File: src/hdl/ipv4fd_pkg.sv
package ipv4fd_pkg;

    localparam int ROUTE_ENTRIES = 16;
    localparam int INTERFACES    = 4;

    localparam int RT_AW = (ROUTE_ENTRIES > 1) ? $clog2(ROUTE_ENTRIES) : 1;
    localparam int IF_AW = (INTERFACES > 1) ? $clog2(INTERFACES) : 1;
    localparam int CNT_W = (RT_AW > IF_AW) ? RT_AW : IF_AW;

    localparam logic [1:0] CMD_ROUTE_WR = 2'd0;
    localparam logic [1:0] CMD_IFACE_WR = 2'd1;
    localparam logic [1:0] CMD_CLASSIFY = 2'd2;

    localparam logic [1:0] KIND_PROTO = 2'd0;
    localparam logic [1:0] KIND_ECHO  = 2'd1;

    localparam logic [2:0] ACT_WRITTEN       = 3'd0;
    localparam logic [2:0] ACT_DROP          = 3'd1;
    localparam logic [2:0] ACT_FORWARD       = 3'd2;
    localparam logic [2:0] ACT_ECHO          = 3'd3;
    localparam logic [2:0] ACT_PORT_UNREACH  = 3'd4;
    localparam logic [2:0] ACT_TIME_EXCEEDED = 3'd5;
    localparam logic [2:0] ACT_DEST_UNREACH  = 3'd6;

    typedef struct packed {
        logic [31:0] prefix;
        logic [31:0] mask;
        logic [31:0] gateway;
        logic [1:0]  port;
    } t_route;

    typedef struct packed {
        logic             en;
        logic [RT_AW-1:0] addr;
        logic             vld;
        t_route           entry;
    } t_rt_wr;

    typedef struct packed {
        logic             clear;
        logic             rd_en;
        logic [RT_AW-1:0] addr;
        logic [31:0]      key;
    } t_rt_scan;

    typedef struct packed {
        logic             found;
        logic [RT_AW-1:0] idx;
        logic [31:0]      gateway;
        logic [1:0]       port;
    } t_rt_best;

endpackage

File: src/hdl/ipv4fd_route_lpm.sv
module ipv4fd_route_lpm import ipv4fd_pkg::*; (
    input  logic     i_clk,
    input  logic     i_rst_n,
    input  t_rt_wr   i_wr,
    input  t_rt_scan i_scan,
    output t_rt_best o_best
);

    t_route                   r_mem [ROUTE_ENTRIES];
    t_route                   r_rdata;
    logic [ROUTE_ENTRIES-1:0] r_vld;
    logic                     r_pend;
    logic [RT_AW-1:0]         r_pidx;
    logic                     r_found;
    logic [31:0]              r_best_mask;
    logic [RT_AW-1:0]         r_best_idx;
    logic [31:0]              r_best_gw;
    logic [1:0]               r_best_port;
    logic                     hit;
    logic                     better;

    always_ff @(posedge i_clk) begin
        if (i_wr.en) begin
            r_mem[i_wr.addr] <= i_wr.entry;
        end
        if (i_scan.rd_en) begin
            r_rdata <= r_mem[i_scan.addr];
        end
        r_pidx <= i_scan.addr;
    end

    always_ff @(posedge i_clk) begin
        if (!i_rst_n) begin
            r_vld  <= '0;
            r_pend <= 1'b0;
        end else begin
            if (i_wr.en) begin
                r_vld[i_wr.addr] <= i_wr.vld;
            end
            r_pend <= i_scan.rd_en;
        end
    end

    // entry read last cycle: match under its own mask, keep the longest
    assign hit    = r_pend && r_vld[r_pidx]
                    && (((r_rdata.prefix ^ i_scan.key) & r_rdata.mask) == 32'd0);
    assign better = hit && (!r_found || (r_rdata.mask > r_best_mask));

    always_ff @(posedge i_clk) begin
        if (!i_rst_n) begin
            r_found <= 1'b0;
        end else if (i_scan.clear) begin
            r_found <= 1'b0;
        end else if (better) begin
            r_found <= 1'b1;
        end
    end

    always_ff @(posedge i_clk) begin
        if (better) begin
            r_best_mask <= r_rdata.mask;
            r_best_idx  <= r_pidx;
            r_best_gw   <= r_rdata.gateway;
            r_best_port <= r_rdata.port;
        end
    end

    assign o_best = '{found: r_found, idx: r_best_idx, gateway: r_best_gw,
                      port: r_best_port};

    a_no_write_in_scan: assert property (@(posedge i_clk) disable iff (!i_rst_n)
        i_scan.rd_en |-> !i_wr.en)
        else $error("route write overlaps a table scan");

    a_better_sets_found: assert property (@(posedge i_clk) disable iff (!i_rst_n)
        (better && !i_scan.clear) |=> r_found)
        else $error("matching route not recorded");

endmodule

File: src/hdl/ipv4_forward_decision_unit.sv
// IPv4 forwarding decision unit.
// Input channel (i_valid / o_ready) carries one request per handshake: a route
// table write, an interface address write, or a classify request for one
// IPv4 header. Output channel (o_valid / i_ready) returns exactly one result
// per request, in order.
// Write requests: the table is written on the accepting edge; the result goes
// through S_FIN into the output register and is offered from there.
// Classify requests: the interface RAM is scanned one entry a cycle, then,
// when a lookup is needed, the route RAM one entry a cycle (single read port,
// registered read). The states run S_IFSCAN, S_IFLAST, S_DECIDE, then, for a
// lookup, S_RTSCAN, S_RTLAST and S_RESOLVE, and end in S_FIN, from which the
// result is loaded into the output register. o_ready rises the cycle
// after the result is loaded, so one request is in work at a time.
// Tables are written only while no scan runs, so reads and writes never meet.
// Reset clears all valid bits at once; table contents stay unwritten and are
// never seen while their valid bits are clear. No clearing pass is needed.
// When the receiver stalls, the result is held in the output register; the
// next request is still accepted and worked on, and waits only to deliver.
module ipv4_forward_decision_unit import ipv4fd_pkg::*; (
    input  logic        i_clk,
    input  logic        i_rst_n,
    input  logic        i_valid,
    output logic        o_ready,
    input  logic [1:0]  i_command,
    input  logic [3:0]  i_index,
    input  logic        i_entry_valid,
    input  logic [31:0] i_route_prefix,
    input  logic [31:0] i_route_mask,
    input  logic [31:0] i_route_gateway,
    input  logic [1:0]  i_route_port,
    input  logic [31:0] i_iface_addr,
    input  logic [31:0] i_dst_addr,
    input  logic [31:0] i_src_addr,
    input  logic [7:0]  i_ttl,
    input  logic [1:0]  i_packet_kind,
    output logic        o_valid,
    input  logic        i_ready,
    output logic [2:0]  o_action,
    output logic [31:0] o_next_hop,
    output logic [1:0]  o_out_port,
    output logic [7:0]  o_new_ttl,
    output logic [3:0]  o_route_index
);

    typedef enum logic [7:0] {
        S_IDLE    = 8'b0000_0001,
        S_IFSCAN  = 8'b0000_0010,
        S_IFLAST  = 8'b0000_0100,
        S_DECIDE  = 8'b0000_1000,
        S_RTSCAN  = 8'b0001_0000,
        S_RTLAST  = 8'b0010_0000,
        S_RESOLVE = 8'b0100_0000,
        S_FIN     = 8'b1000_0000
    } t_state;

    t_state r_state, n_state;
    logic [CNT_W-1:0] r_cnt, n_cnt;

    // request fields held for the scan
    logic [1:0]  r_port_in;
    logic [31:0] r_dst;
    logic [31:0] r_src;
    logic [7:0]  r_ttl;
    logic [1:0]  r_kind;
    logic [31:0] r_look_addr, n_look_addr;
    logic        r_look_echo, n_look_echo;

    // interface table and scan flags
    logic [31:0]           r_if_mem [INTERFACES];
    logic [31:0]           r_if_rdata;
    logic [INTERFACES-1:0] r_if_vld;
    logic                  r_if_pend;
    logic [IF_AW-1:0]      r_if_pidx;
    logic                  r_dst_local, n_dst_local;
    logic                  r_src_local, n_src_local;
    logic                  if_rd_en;

    // pending result
    logic [2:0]  r_res_action, n_res_action;
    logic [31:0] r_res_hop, n_res_hop;
    logic [1:0]  r_res_port, n_res_port;
    logic [7:0]  r_res_ttl, n_res_ttl;
    logic [3:0]  r_res_ridx, n_res_ridx;

    // output register
    logic        r_out_valid, n_out_valid;
    logic [2:0]  r_out_action;
    logic [31:0] r_out_hop;
    logic [1:0]  r_out_port;
    logic [7:0]  r_out_ttl;
    logic [3:0]  r_out_ridx;

    logic     accept;
    logic     load_out;
    t_rt_wr   rt_wr;
    t_rt_scan rt_scan;
    t_rt_best rt_best;

    assign o_ready  = (r_state == S_IDLE);
    assign accept   = i_valid && o_ready;
    assign load_out = (r_state == S_FIN) && (!r_out_valid || i_ready);
    assign if_rd_en = (r_state == S_IFSCAN);

    // Route table writes land on the accepting edge; out-of-range slots are ignored.
    assign rt_wr = '{en:    accept && (i_command == CMD_ROUTE_WR)
                            && (32'(i_index) < 32'(ROUTE_ENTRIES)),
                     addr:  RT_AW'(i_index),
                     vld:   i_entry_valid,
                     entry: '{prefix: i_route_prefix, mask: i_route_mask,
                              gateway: i_route_gateway, port: i_route_port}};

    assign rt_scan = '{clear: (r_state == S_DECIDE),
                       rd_en: (r_state == S_RTSCAN),
                       addr:  RT_AW'(r_cnt),
                       key:   r_look_addr};

    ipv4fd_route_lpm u_route (
        .i_clk   (i_clk),
        .i_rst_n (i_rst_n),
        .i_wr    (rt_wr),
        .i_scan  (rt_scan),
        .o_best  (rt_best)
    );

    // Interface RAM: written at acceptance, read one entry a cycle during the scan.
    always_ff @(posedge i_clk) begin
        if (accept && (i_command == CMD_IFACE_WR) && (32'(i_index) < 32'(INTERFACES))) begin
            r_if_mem[IF_AW'(i_index)] <= i_iface_addr;
        end
        if (if_rd_en) begin
            r_if_rdata <= r_if_mem[IF_AW'(r_cnt)];
        end
        r_if_pidx <= IF_AW'(r_cnt);
    end

    always_ff @(posedge i_clk) begin
        if (!i_rst_n) begin
            r_if_vld  <= '0;
            r_if_pend <= 1'b0;
        end else begin
            if (accept && (i_command == CMD_IFACE_WR)
                    && (32'(i_index) < 32'(INTERFACES))) begin
                r_if_vld[IF_AW'(i_index)] <= i_entry_valid;
            end
            r_if_pend <= if_rd_en;
        end
    end

    // Hold the header fields of a classify request.
    always_ff @(posedge i_clk) begin
        if (accept) begin
            r_port_in <= i_index[1:0];
            r_dst     <= i_dst_addr;
            r_src     <= i_src_addr;
            r_ttl     <= i_ttl;
            r_kind    <= i_packet_kind;
        end
    end

    always_comb begin
        n_state      = r_state;
        n_cnt        = r_cnt;
        n_look_addr  = r_look_addr;
        n_look_echo  = r_look_echo;
        n_dst_local  = r_dst_local;
        n_src_local  = r_src_local;
        n_res_action = r_res_action;
        n_res_hop    = r_res_hop;
        n_res_port   = r_res_port;
        n_res_ttl    = r_res_ttl;
        n_res_ridx   = r_res_ridx;

        // fold in the interface entry read last cycle
        if (r_if_pend && r_if_vld[r_if_pidx]) begin
            if (r_if_rdata == r_dst) begin
                n_dst_local = 1'b1;
            end
            if (r_if_rdata == r_src) begin
                n_src_local = 1'b1;
            end
        end

        case (r_state)
            S_IDLE: begin
                n_cnt = '0;
                if (accept) begin
                    if (i_command == CMD_CLASSIFY) begin
                        n_dst_local = 1'b0;
                        n_src_local = 1'b0;
                        n_state     = S_IFSCAN;
                    end else begin
                        // writes and the unused command answer "written"
                        n_res_action = ACT_WRITTEN;
                        n_res_hop    = '0;
                        n_res_port   = '0;
                        n_res_ttl    = '0;
                        n_res_ridx   = '0;
                        n_state      = S_FIN;
                    end
                end
            end
            S_IFSCAN: begin
                if (r_cnt == CNT_W'(INTERFACES - 1)) begin
                    n_state = S_IFLAST;
                end else begin
                    n_cnt = r_cnt + 1'b1;
                end
            end
            S_IFLAST: begin
                n_state = S_DECIDE;
            end
            S_DECIDE: begin
                n_cnt        = '0;
                n_res_hop    = '0;
                n_res_port   = '0;
                n_res_ttl    = r_ttl;
                n_res_ridx   = '0;
                n_res_action = ACT_DROP;
                n_state      = S_FIN;
                if (r_dst_local) begin
                    if (!r_src_local) begin
                        case (r_kind)
                            KIND_ECHO: begin
                                n_look_addr = r_src;
                                n_look_echo = 1'b1;
                                n_state     = S_RTSCAN;
                            end
                            KIND_PROTO: begin
                                n_res_action = ACT_PORT_UNREACH;
                                n_res_port   = r_port_in;
                            end
                            default: begin
                                n_res_action = ACT_DROP;
                            end
                        endcase
                    end
                end else if (r_ttl <= 8'd1) begin
                    n_res_action = ACT_TIME_EXCEEDED;
                    n_res_port   = r_port_in;
                end else begin
                    n_look_addr = r_dst;
                    n_look_echo = 1'b0;
                    n_state     = S_RTSCAN;
                end
            end
            S_RTSCAN: begin
                if (r_cnt == CNT_W'(ROUTE_ENTRIES - 1)) begin
                    n_state = S_RTLAST;
                end else begin
                    n_cnt = r_cnt + 1'b1;
                end
            end
            S_RTLAST: begin
                n_state = S_RESOLVE;
            end
            S_RESOLVE: begin
                n_state = S_FIN;
                if (!rt_best.found) begin
                    n_res_action = r_look_echo ? ACT_DROP : ACT_DEST_UNREACH;
                    n_res_port   = r_look_echo ? 2'd0 : r_port_in;
                end else begin
                    n_res_action = r_look_echo ? ACT_ECHO : ACT_FORWARD;
                    n_res_hop    = (rt_best.gateway != 32'd0) ? rt_best.gateway
                                                              : r_look_addr;
                    n_res_port   = rt_best.port;
                    n_res_ttl    = r_look_echo ? r_ttl : (r_ttl - 8'd1);
                    n_res_ridx   = 4'(rt_best.idx);
                end
            end
            S_FIN: begin
                if (load_out) begin
                    n_state = S_IDLE;
                end
            end
            default: begin
                n_state = S_IDLE;
            end
        endcase
    end

    always_ff @(posedge i_clk) begin
        if (!i_rst_n) begin
            r_state <= S_IDLE;
            r_cnt   <= '0;
        end else begin
            r_state <= n_state;
            r_cnt   <= n_cnt;
        end
    end

    always_ff @(posedge i_clk) begin
        r_look_addr  <= n_look_addr;
        r_look_echo  <= n_look_echo;
        r_dst_local  <= n_dst_local;
        r_src_local  <= n_src_local;
        r_res_action <= n_res_action;
        r_res_hop    <= n_res_hop;
        r_res_port   <= n_res_port;
        r_res_ttl    <= n_res_ttl;
        r_res_ridx   <= n_res_ridx;
    end

    // Output register: load when empty or being taken, drop valid once taken.
    always_comb begin
        n_out_valid = r_out_valid;
        if (load_out) begin
            n_out_valid = 1'b1;
        end else if (i_ready) begin
            n_out_valid = 1'b0;
        end
    end

    always_ff @(posedge i_clk) begin
        if (!i_rst_n) begin
            r_out_valid <= 1'b0;
        end else begin
            r_out_valid <= n_out_valid;
        end
    end

    always_ff @(posedge i_clk) begin
        if (load_out) begin
            r_out_action <= r_res_action;
            r_out_hop    <= r_res_hop;
            r_out_port   <= r_res_port;
            r_out_ttl    <= r_res_ttl;
            r_out_ridx   <= r_res_ridx;
        end
    end

    assign o_valid       = r_out_valid;
    assign o_action      = r_out_action;
    assign o_next_hop    = r_out_hop;
    assign o_out_port    = r_out_port;
    assign o_new_ttl     = r_out_ttl;
    assign o_route_index = r_out_ridx;

    a_state_onehot: assert property (@(posedge i_clk) disable iff (!i_rst_n)
        $onehot(r_state))
        else $error("sequencer state not one-hot");

    a_load_delivers: assert property (@(posedge i_clk) disable iff (!i_rst_n)
        load_out |=> (o_valid && o_ready))
        else $error("loaded result not offered or sequencer not idle");

    a_forward_ttl: assert property (@(posedge i_clk) disable iff (!i_rst_n)
        (o_valid && (o_action == ACT_FORWARD)) |-> (o_new_ttl != 8'd0))
        else $error("forwarded header with expired TTL");

    a_written_zero: assert property (@(posedge i_clk) disable iff (!i_rst_n)
        (o_valid && (o_action == ACT_WRITTEN))
            |-> ((o_next_hop == 32'd0) && (o_route_index == 4'd0) && (o_new_ttl == 8'd0)))
        else $error("write result carries non-zero fields");

endmodule

File: config.mk
export PLATFORM = sky130hd
export DESIGN_NAME = ipv4_forward_decision_unit
export DESIGN_NICKNAME = d
export VERILOG_FILES = /design/src/hdl/ipv4fd_pkg.sv /design/src/hdl/ipv4fd_route_lpm.sv /design/src/hdl/ipv4_forward_decision_unit.sv
export SDC_FILE = /design/constraint.sdc
export NUM_CORES = 2
export LEC_CHECK = 0
export BUFFER_PORTS_ARGS = -buffer_cell sky130_fd_sc_hd__buf_4
export CELL_PAD_IN_SITES_DETAIL_PLACEMENT = 1
export CELL_PAD_IN_SITES_GLOBAL_PLACEMENT = 1
export CORE_MARGIN = 2
export CORE_UTILIZATION = 50
export CTS_BUF_LIST = sky130_fd_sc_hd__clkbuf_8 sky130_fd_sc_hd__clkbuf_16
export CTS_CLUSTER_SIZE = 10
export DETAILED_ROUTE_END_ITERATION = 12
export GPL_TIMING_DRIVEN = 1
export PLACE_DENSITY = 0.78
export SLEW_MARGIN = 20
export SYNTH_ARGS = -nofsm -noshare
export SYNTH_HDL_FRONTEND = slang
export SYNTH_SLANG_ARGS = --single-unit
File: constraint.sdc
create_clock -name i_clk -period 7.9 [get_ports i_clk]
set_clock_uncertainty 0.1 [all_clocks]
set_input_delay 0.79 -clock i_clk [delete_from_list [all_inputs] [get_ports i_clk]]
set_output_delay 0.79 -clock i_clk [all_outputs]
set_load 0.01 [all_outputs]
# Yosys cells after proc, flatten, opt, wreduce, memory -nomap -nowiden
# Memories as Yosys holds them, arrays and structs flattened. A register that Yosys moved wholly into a read port is not among the register bits.
# Cells that the tools add are included.
# word_totals
romBits,0
elab_cells,184
inputBits,215
mem_bits_rw,1696
output_inout_bits,51
latchBits,0
register_bits,321
mem_count,2
# memory_table
memory,depth,word_bits,rd,rd_ports_with_merged_regs,write_ports,line_no,text
u_route.r_mem,16,98,1,1,1,ipv4fd_route_lpm.sv:9,t_route r_mem [ROUTE_ENTRIES];
r_if_mem,4,32,1,1,1,ipv4_forward_decision_unit.sv:69,logic [31:0] r_if_mem [INTERFACES];
# classes
mul,0
n_shift,0
n_addsub,2
eq_ne,26
bitwise_logic,3
mux,80
n_div,0
order_cmp,9
n_reduce_logical,29
# ops
operator,count
32-bit 2-to-1 mux,8
8-bit 2-to-1 mux,13
32-bit one-hot mux with 3 select lines,1
32-bit == test,2
8-bit one-hot mux with 8 select lines,1
32-bit bitwise AND,1
32-bit > comparator,1
32-bit logical NOT,1
32-bit nonzero test,1
32-bit bitwise XOR,1
1-bit 2-to-1 mux,25
3-bit 2-to-1 mux,8
4-bit one-hot mux with 3 select lines,2
8-bit one-hot mux with 3 select lines,1
4-bit 2-to-1 mux,5
16-bit bitwise mux,1
2-bit 2-to-1 mux,8
2-bit inequality test (second input constant),7
4-bit AND reduction,3
1-bit logical AND,11
4-bit by 5-bit less-than comparator with 1-bit output (second input constant),2
3-bit one-hot mux with 3 select lines,1
8-bit by 1-bit == test with 1-bit output (second input constant),1
8-bit by 2-bit == test with 1-bit output (second input constant),1
32 further kinds,43

# Longest topological paths before layout
# logic_depth
word_depth,7
depth_mapped,8
ltp_nobuf,8

# Modules after synthesis
# A second synthesis with hierarchy kept.
# hier_totals
cells_unflattened,3411
hier_area_um2,80818.8
# by_module_without_submodules
mod,n_inst,area_each_um2,cells_each
ipv4fd_route_lpm,1,66084.6,2614
ipv4_forward_decision_unit,1,14734.1,797

# Least setup slack after synthesis
# OpenSTA, ideal clock, no wires.
# synth_timing
path_kind,reg-to-reg
from,register u_route.r_rdata[64] (netlist name)
to,register u_route.r_best_gw[0] (enable)
arrival_ns,6.843
stages_incl_launch_ff,7
path_buffers,0
period_less_slack_ns,7.553
setup_slack_ns,0.347
cell_sequence,edfxtp_1 ha_1 nand4_1 nor4_1 and4_1 o211ai_1 a221oi_1
# synth_between
elab_chain_len,4
# synth_lines
item,line_no,text
"parallel branches: the longest is 3 deep, another holds 32-bit > comparator",-,
1-bit logical AND (*),ipv4fd_route_lpm.sv:47,assign better = hit && (!r_found || (r_rdata.mask > r_best_mask));
named net u_route.better,ipv4fd_route_lpm.sv:20,logic better;
end signal: assignment,ipv4fd_route_lpm.sv:63,r_best_gw <= r_rdata.gateway;
end: declaration,ipv4fd_route_lpm.sv:17,logic [31:0] r_best_gw;
# Mark *: on every way through the listed nets, which the timed path passes.
# A chain may end at the register's enable or synchronous reset.

# Final worst setup path
# layout_timing
from,register r_state[1]
to,memory u_route.r_mem[15][47] (netlist name) (enable)
# layout_between
elab_chain_len,5
# layout_lines
item,line_no,text
start: declaration,ipv4_forward_decision_unit.sv:56,"t_state r_state, n_state;"
start signal: assignment,ipv4_forward_decision_unit.sv:286,r_state <= n_state;
8-bit by 1-bit == test with 1-bit output,ipv4_forward_decision_unit.sv:99,assign o_ready = (r_state == S_IDLE);
1-bit logical AND,ipv4_forward_decision_unit.sv:100,assign accept = i_valid && o_ready;
1-bit logical AND,ipv4_forward_decision_unit.sv:105,assign rt_wr = '{en: accept && (i_command == CMD_ROUTE_WR)
1-bit 2-to-1 mux,ipv4fd_route_lpm.sv:23,if (i_wr.en) begin
1-bit 2-to-1 mux (not written as such),ipv4fd_route_lpm.sv:24,r_mem[i_wr.addr] <= i_wr.entry;
end: declaration,ipv4fd_route_lpm.sv:9,
# No other way between the ends.

==> results.json <==
{
  "synth-edff-count": 2103,
  "grt_antenna_before_repair": 25,
  "grt_overflow_total": 0,
  "chipHeight_um": 405,
  "max_cap_violations": 0,
  "io_buffers": 265,
  "viasPerCell": 6.24,
  "netlist.top_cell.by_area": "edfxtp_1",
  "dr_total_vias": 38500,
  "final_nets": 4191,
  "hold_viol_final": 0,
  "cts_setup_buffers": 0,
  "crit_type": "reg -> reg",
  "cp.required_ns": 8.20,
  "rows": 147,
  "cts_made_buffers": 235,
  "min_path_type": "in -> reg",
  "slew_headroom_pct": 22.6,
  "timing.final.max_slew_violations": 0,
  "synth_warnings": 0,
  "finalWorstSetupSlack_ns": 3.30,
  "grtUsageMet3_pct": 5.53,
  "crit_fanout": 44,
  "synth_area_leaders": "edfxtp_1 (78%), mux4_2 (15%), dfxtp_1 (1.0%), xnor2_1 (0.71%), ha_1 (0.54%)",
  "grt_pass1_vias": 40800,
  "setup_violations": 0,
  "preCtsSetupSlack_ns": 3.42,
  "dp_hpwl_um": 124000,
  "cp-start-kind": "flip-flop",
  "drtAntennaViolNets": 0,
  "synth_top_area_share_pct": 78.5,
  "grt_use_met1_pct": 34.6,
  "crit_chain": "or4_4 -> or4_4 -> clkinv_4 -> nand2_1 -> nor3_1 -> buf_4 -> nand3_1 -> nor2_4 -> buf_4 -> buf_4",
  "async_flop_share_pct": 0,
  "ys_seq_area_share_pct": 79.5,
  "max_stage_delay_ns": 0.63,
  "synth_ff_type": "edfxtp_1",
  "place.gp.congestion": 0.878,
  "cts_tree": "yes",
  "cp_slowest_cell": "buf_4",
  "grt_pass1_wl_um": 301000,
  "end_kind": "flip-flop",
  "dieArea_um2": 164000,
  "fp.coreArea_um2": 160000,
  "wl_per_cell_um": 34.0,
  "syn-cell-area_um2": 80500,
  "ir_drop_uv": 253,
  "p_per_area_nw_per_um2": 257,
  "clockBufferDepth": 3,
  "cp.arrival_ns": 4.90,
  "crit_path_frequent_cell": "buf_4",
  "synth_nets": 3658,
  "fmax_mhz": 217,
  "leakagePower_uw": 0.0292,
  "cts_root_buf": "clkbuf_16",
  "gr-max-usage-layer": "met2",
  "grtUsageTotal_pct": 25.9,
  "drt_drc_violations_left": 0,
  "clock_latency_ns": 0.86,
  "drt-total-wl_um": 210000,
  "period_needed_ns": 4.60,
  "rsz0062_at_grt": "false",
  "grt_use_met2_pct": 42.6,
  "cts.sinks": 2145,
  "first_pass_iters": 5,
  "start_util_pct": 50.2,
  "grt_max_degree": 144,
  "path_clk_slew_ns": 0.06,
  "min_period_over_period_pct": 58.2,
  "dp.cells": 5760,
  "cts_max_level": 4,
  "syn_area_per_cell_um2": 23.6,
  "yosys.cell_types.count": 63,
  "worstMarginPinSlew_ns": 1.16,
  "setup_tns_ns": 0,
  "final_cells": 6179,
  "ios": 266,
  "area.growth.synth_to_final_pct": 15.5,
  "die_w_um": 405,
  "synthCells": 3408,
  "drive_gt1_share_pct": 29.5,
  "ys_seq_elements": 2145,
  "drt_iter0_drc": 4599,
  "reg2reg_slack_ns": 3.30,
  "status": "completed"
}
==> per-stage QoR <==
stage               hold slack (ns)  utilization [%]  area (um2)  total power (uW)
finish                       0.0799             58.0       92900             23900
global route                 0.0423             58.0       92900             24500
CTS                         0.00188             58.0       92900             24100
detailed placement            0.306             53.4       85500             14600
global placement              0.302             53.4       85500             14600
floorplan                     0.254                -       80500             14000
==> where the power goes <==
part / internal [uW] / leakage, uW / total (uW) / switching (uW)
combinational: 777 / 0.00649 / 1630 / 857
sequential: 12700 / 0.0193 / 12800 / 114
clock: 5290 / 0.00332 / 9490 / 4200
==> layout make-up <==
class / count / area [um2]
antenna: 8 / 20.0
clock buffer: 237 / 5930
clock inverter: 70 / 468
fill: 13200 / 67300
inverter: 41 / 166
multi-input combinational: 1083 / 16000
sequential: 2145 / 64000
tap: 2160 / 2700
timing repair buffer: 435 / 3680
==> critical path, delay by kind of cell (launching register included) <==
family | cells | cell delay, ns
buffers and inverters | 4 | 1.36
AND/OR/NAND/NOR | 6 | 2.18
flip-flops | 1 | 0.33
==> metal layers <==
metal	vias to the layer above	wire length, um	part of all wire [%]
met5	-	113	0.054
met4	18	7570	3.6
met3	419	17500	8.3
met2	2132	105000	50
met1	20600	80100	38
li1	15400	-	-
==> cells in the mapped netlist (16+ instances only) <==
master and count:
dfxtp_1 42, nand2_1 32, ha_1 35, xnor2_1 65, a21oi_1 53, nor2_1 104
clkbuf_1 97, o21ai_0 16, nor4_1 16, xor2_1 32, mux2i_1 21, mux2_2 32
buf_1 33, inv_1 38, nand4_1 27, mux4_2 527, edfxtp_1 2103
==> kinds of logic (layout without fill, tap and decap cells) <==
logic type	Yosys count	in the layout	synth area share, %
other cells	0	8	0
xor+xnor	97	97	1.06
fa+ha+maj	35	35	0.544
buf+inv	180	783	0.871
simple gates	259	259	1.67
mux	581	581	15.5
flops	2145	2145	79.5
compound gates	111	111	0.875
==> final timing paths <==
check	from	end	cells after the start
max reg2reg	r_state[1]$_SDFFE_PN0P_	u_route.r_mem[15][47]$_DFFE_PP_	10
max	r_state[1]$_SDFFE_PN0P_	u_route.r_mem[15][47]$_DFFE_PP_	10
min reg2reg	r_res_action[1]$_SDFFCE_PN0P_	o_action[1]$_DFFE_PP_	0
min	i_iface_addr[27]	r_if_mem[1][27]$_DFFE_PP_	1
==> sequential cells by signal, indices dropped and copies added, names as in the netlist, 4 cells and up <==
register	flops
r_dst	32
r_if_mem	128
r_res_hop	32
r_src	32
r_state	8
r_if_rdata	32
u_route.r_vld	16
r_cnt	4
r_res_ttl	8
u_route.r_best_idx	4
r_if_vld	4
u_route.r_best_gw	32
u_route.r_mem	1568
o_next_hop	32
r_ttl	8
o_route_index	4
u_route.r_best_mask	32
r_look_addr	32
u_route.r_pidx	4
u_route.r_rdata	98
o_new_ttl	8
r_res_ridx	4
==> cell usage in the layout (no fill, tap or decap), types with 9 or more instances in the layout <==
cell type,instances
a21oi_1,53
a22oi_1,10
buf_12,12
buf_4,319
clkbuf_16,237
dfxtp_1,39
dlygate4sd3_1,104
edfxtp_1,2103
ha_1,35
inv_1,89
mux2_2,32
mux2i_1,21
mux4_2,527
nand2_1,32
nand2b_1,11
nand3_1,9
nand4_1,27
nor2_1,85
nor2_4,18
nor2b_1,10
nor3_1,9
nor4_1,15
o21ai_0,16
xnor2_1,65
xor2_1,32
==> repair_timing <==
action,in CTS,in global routing
gates resized for setup,0,0
hold endpoints to repair,185,0
hold buffers,104,0
(Power assumes the default switching activity.)
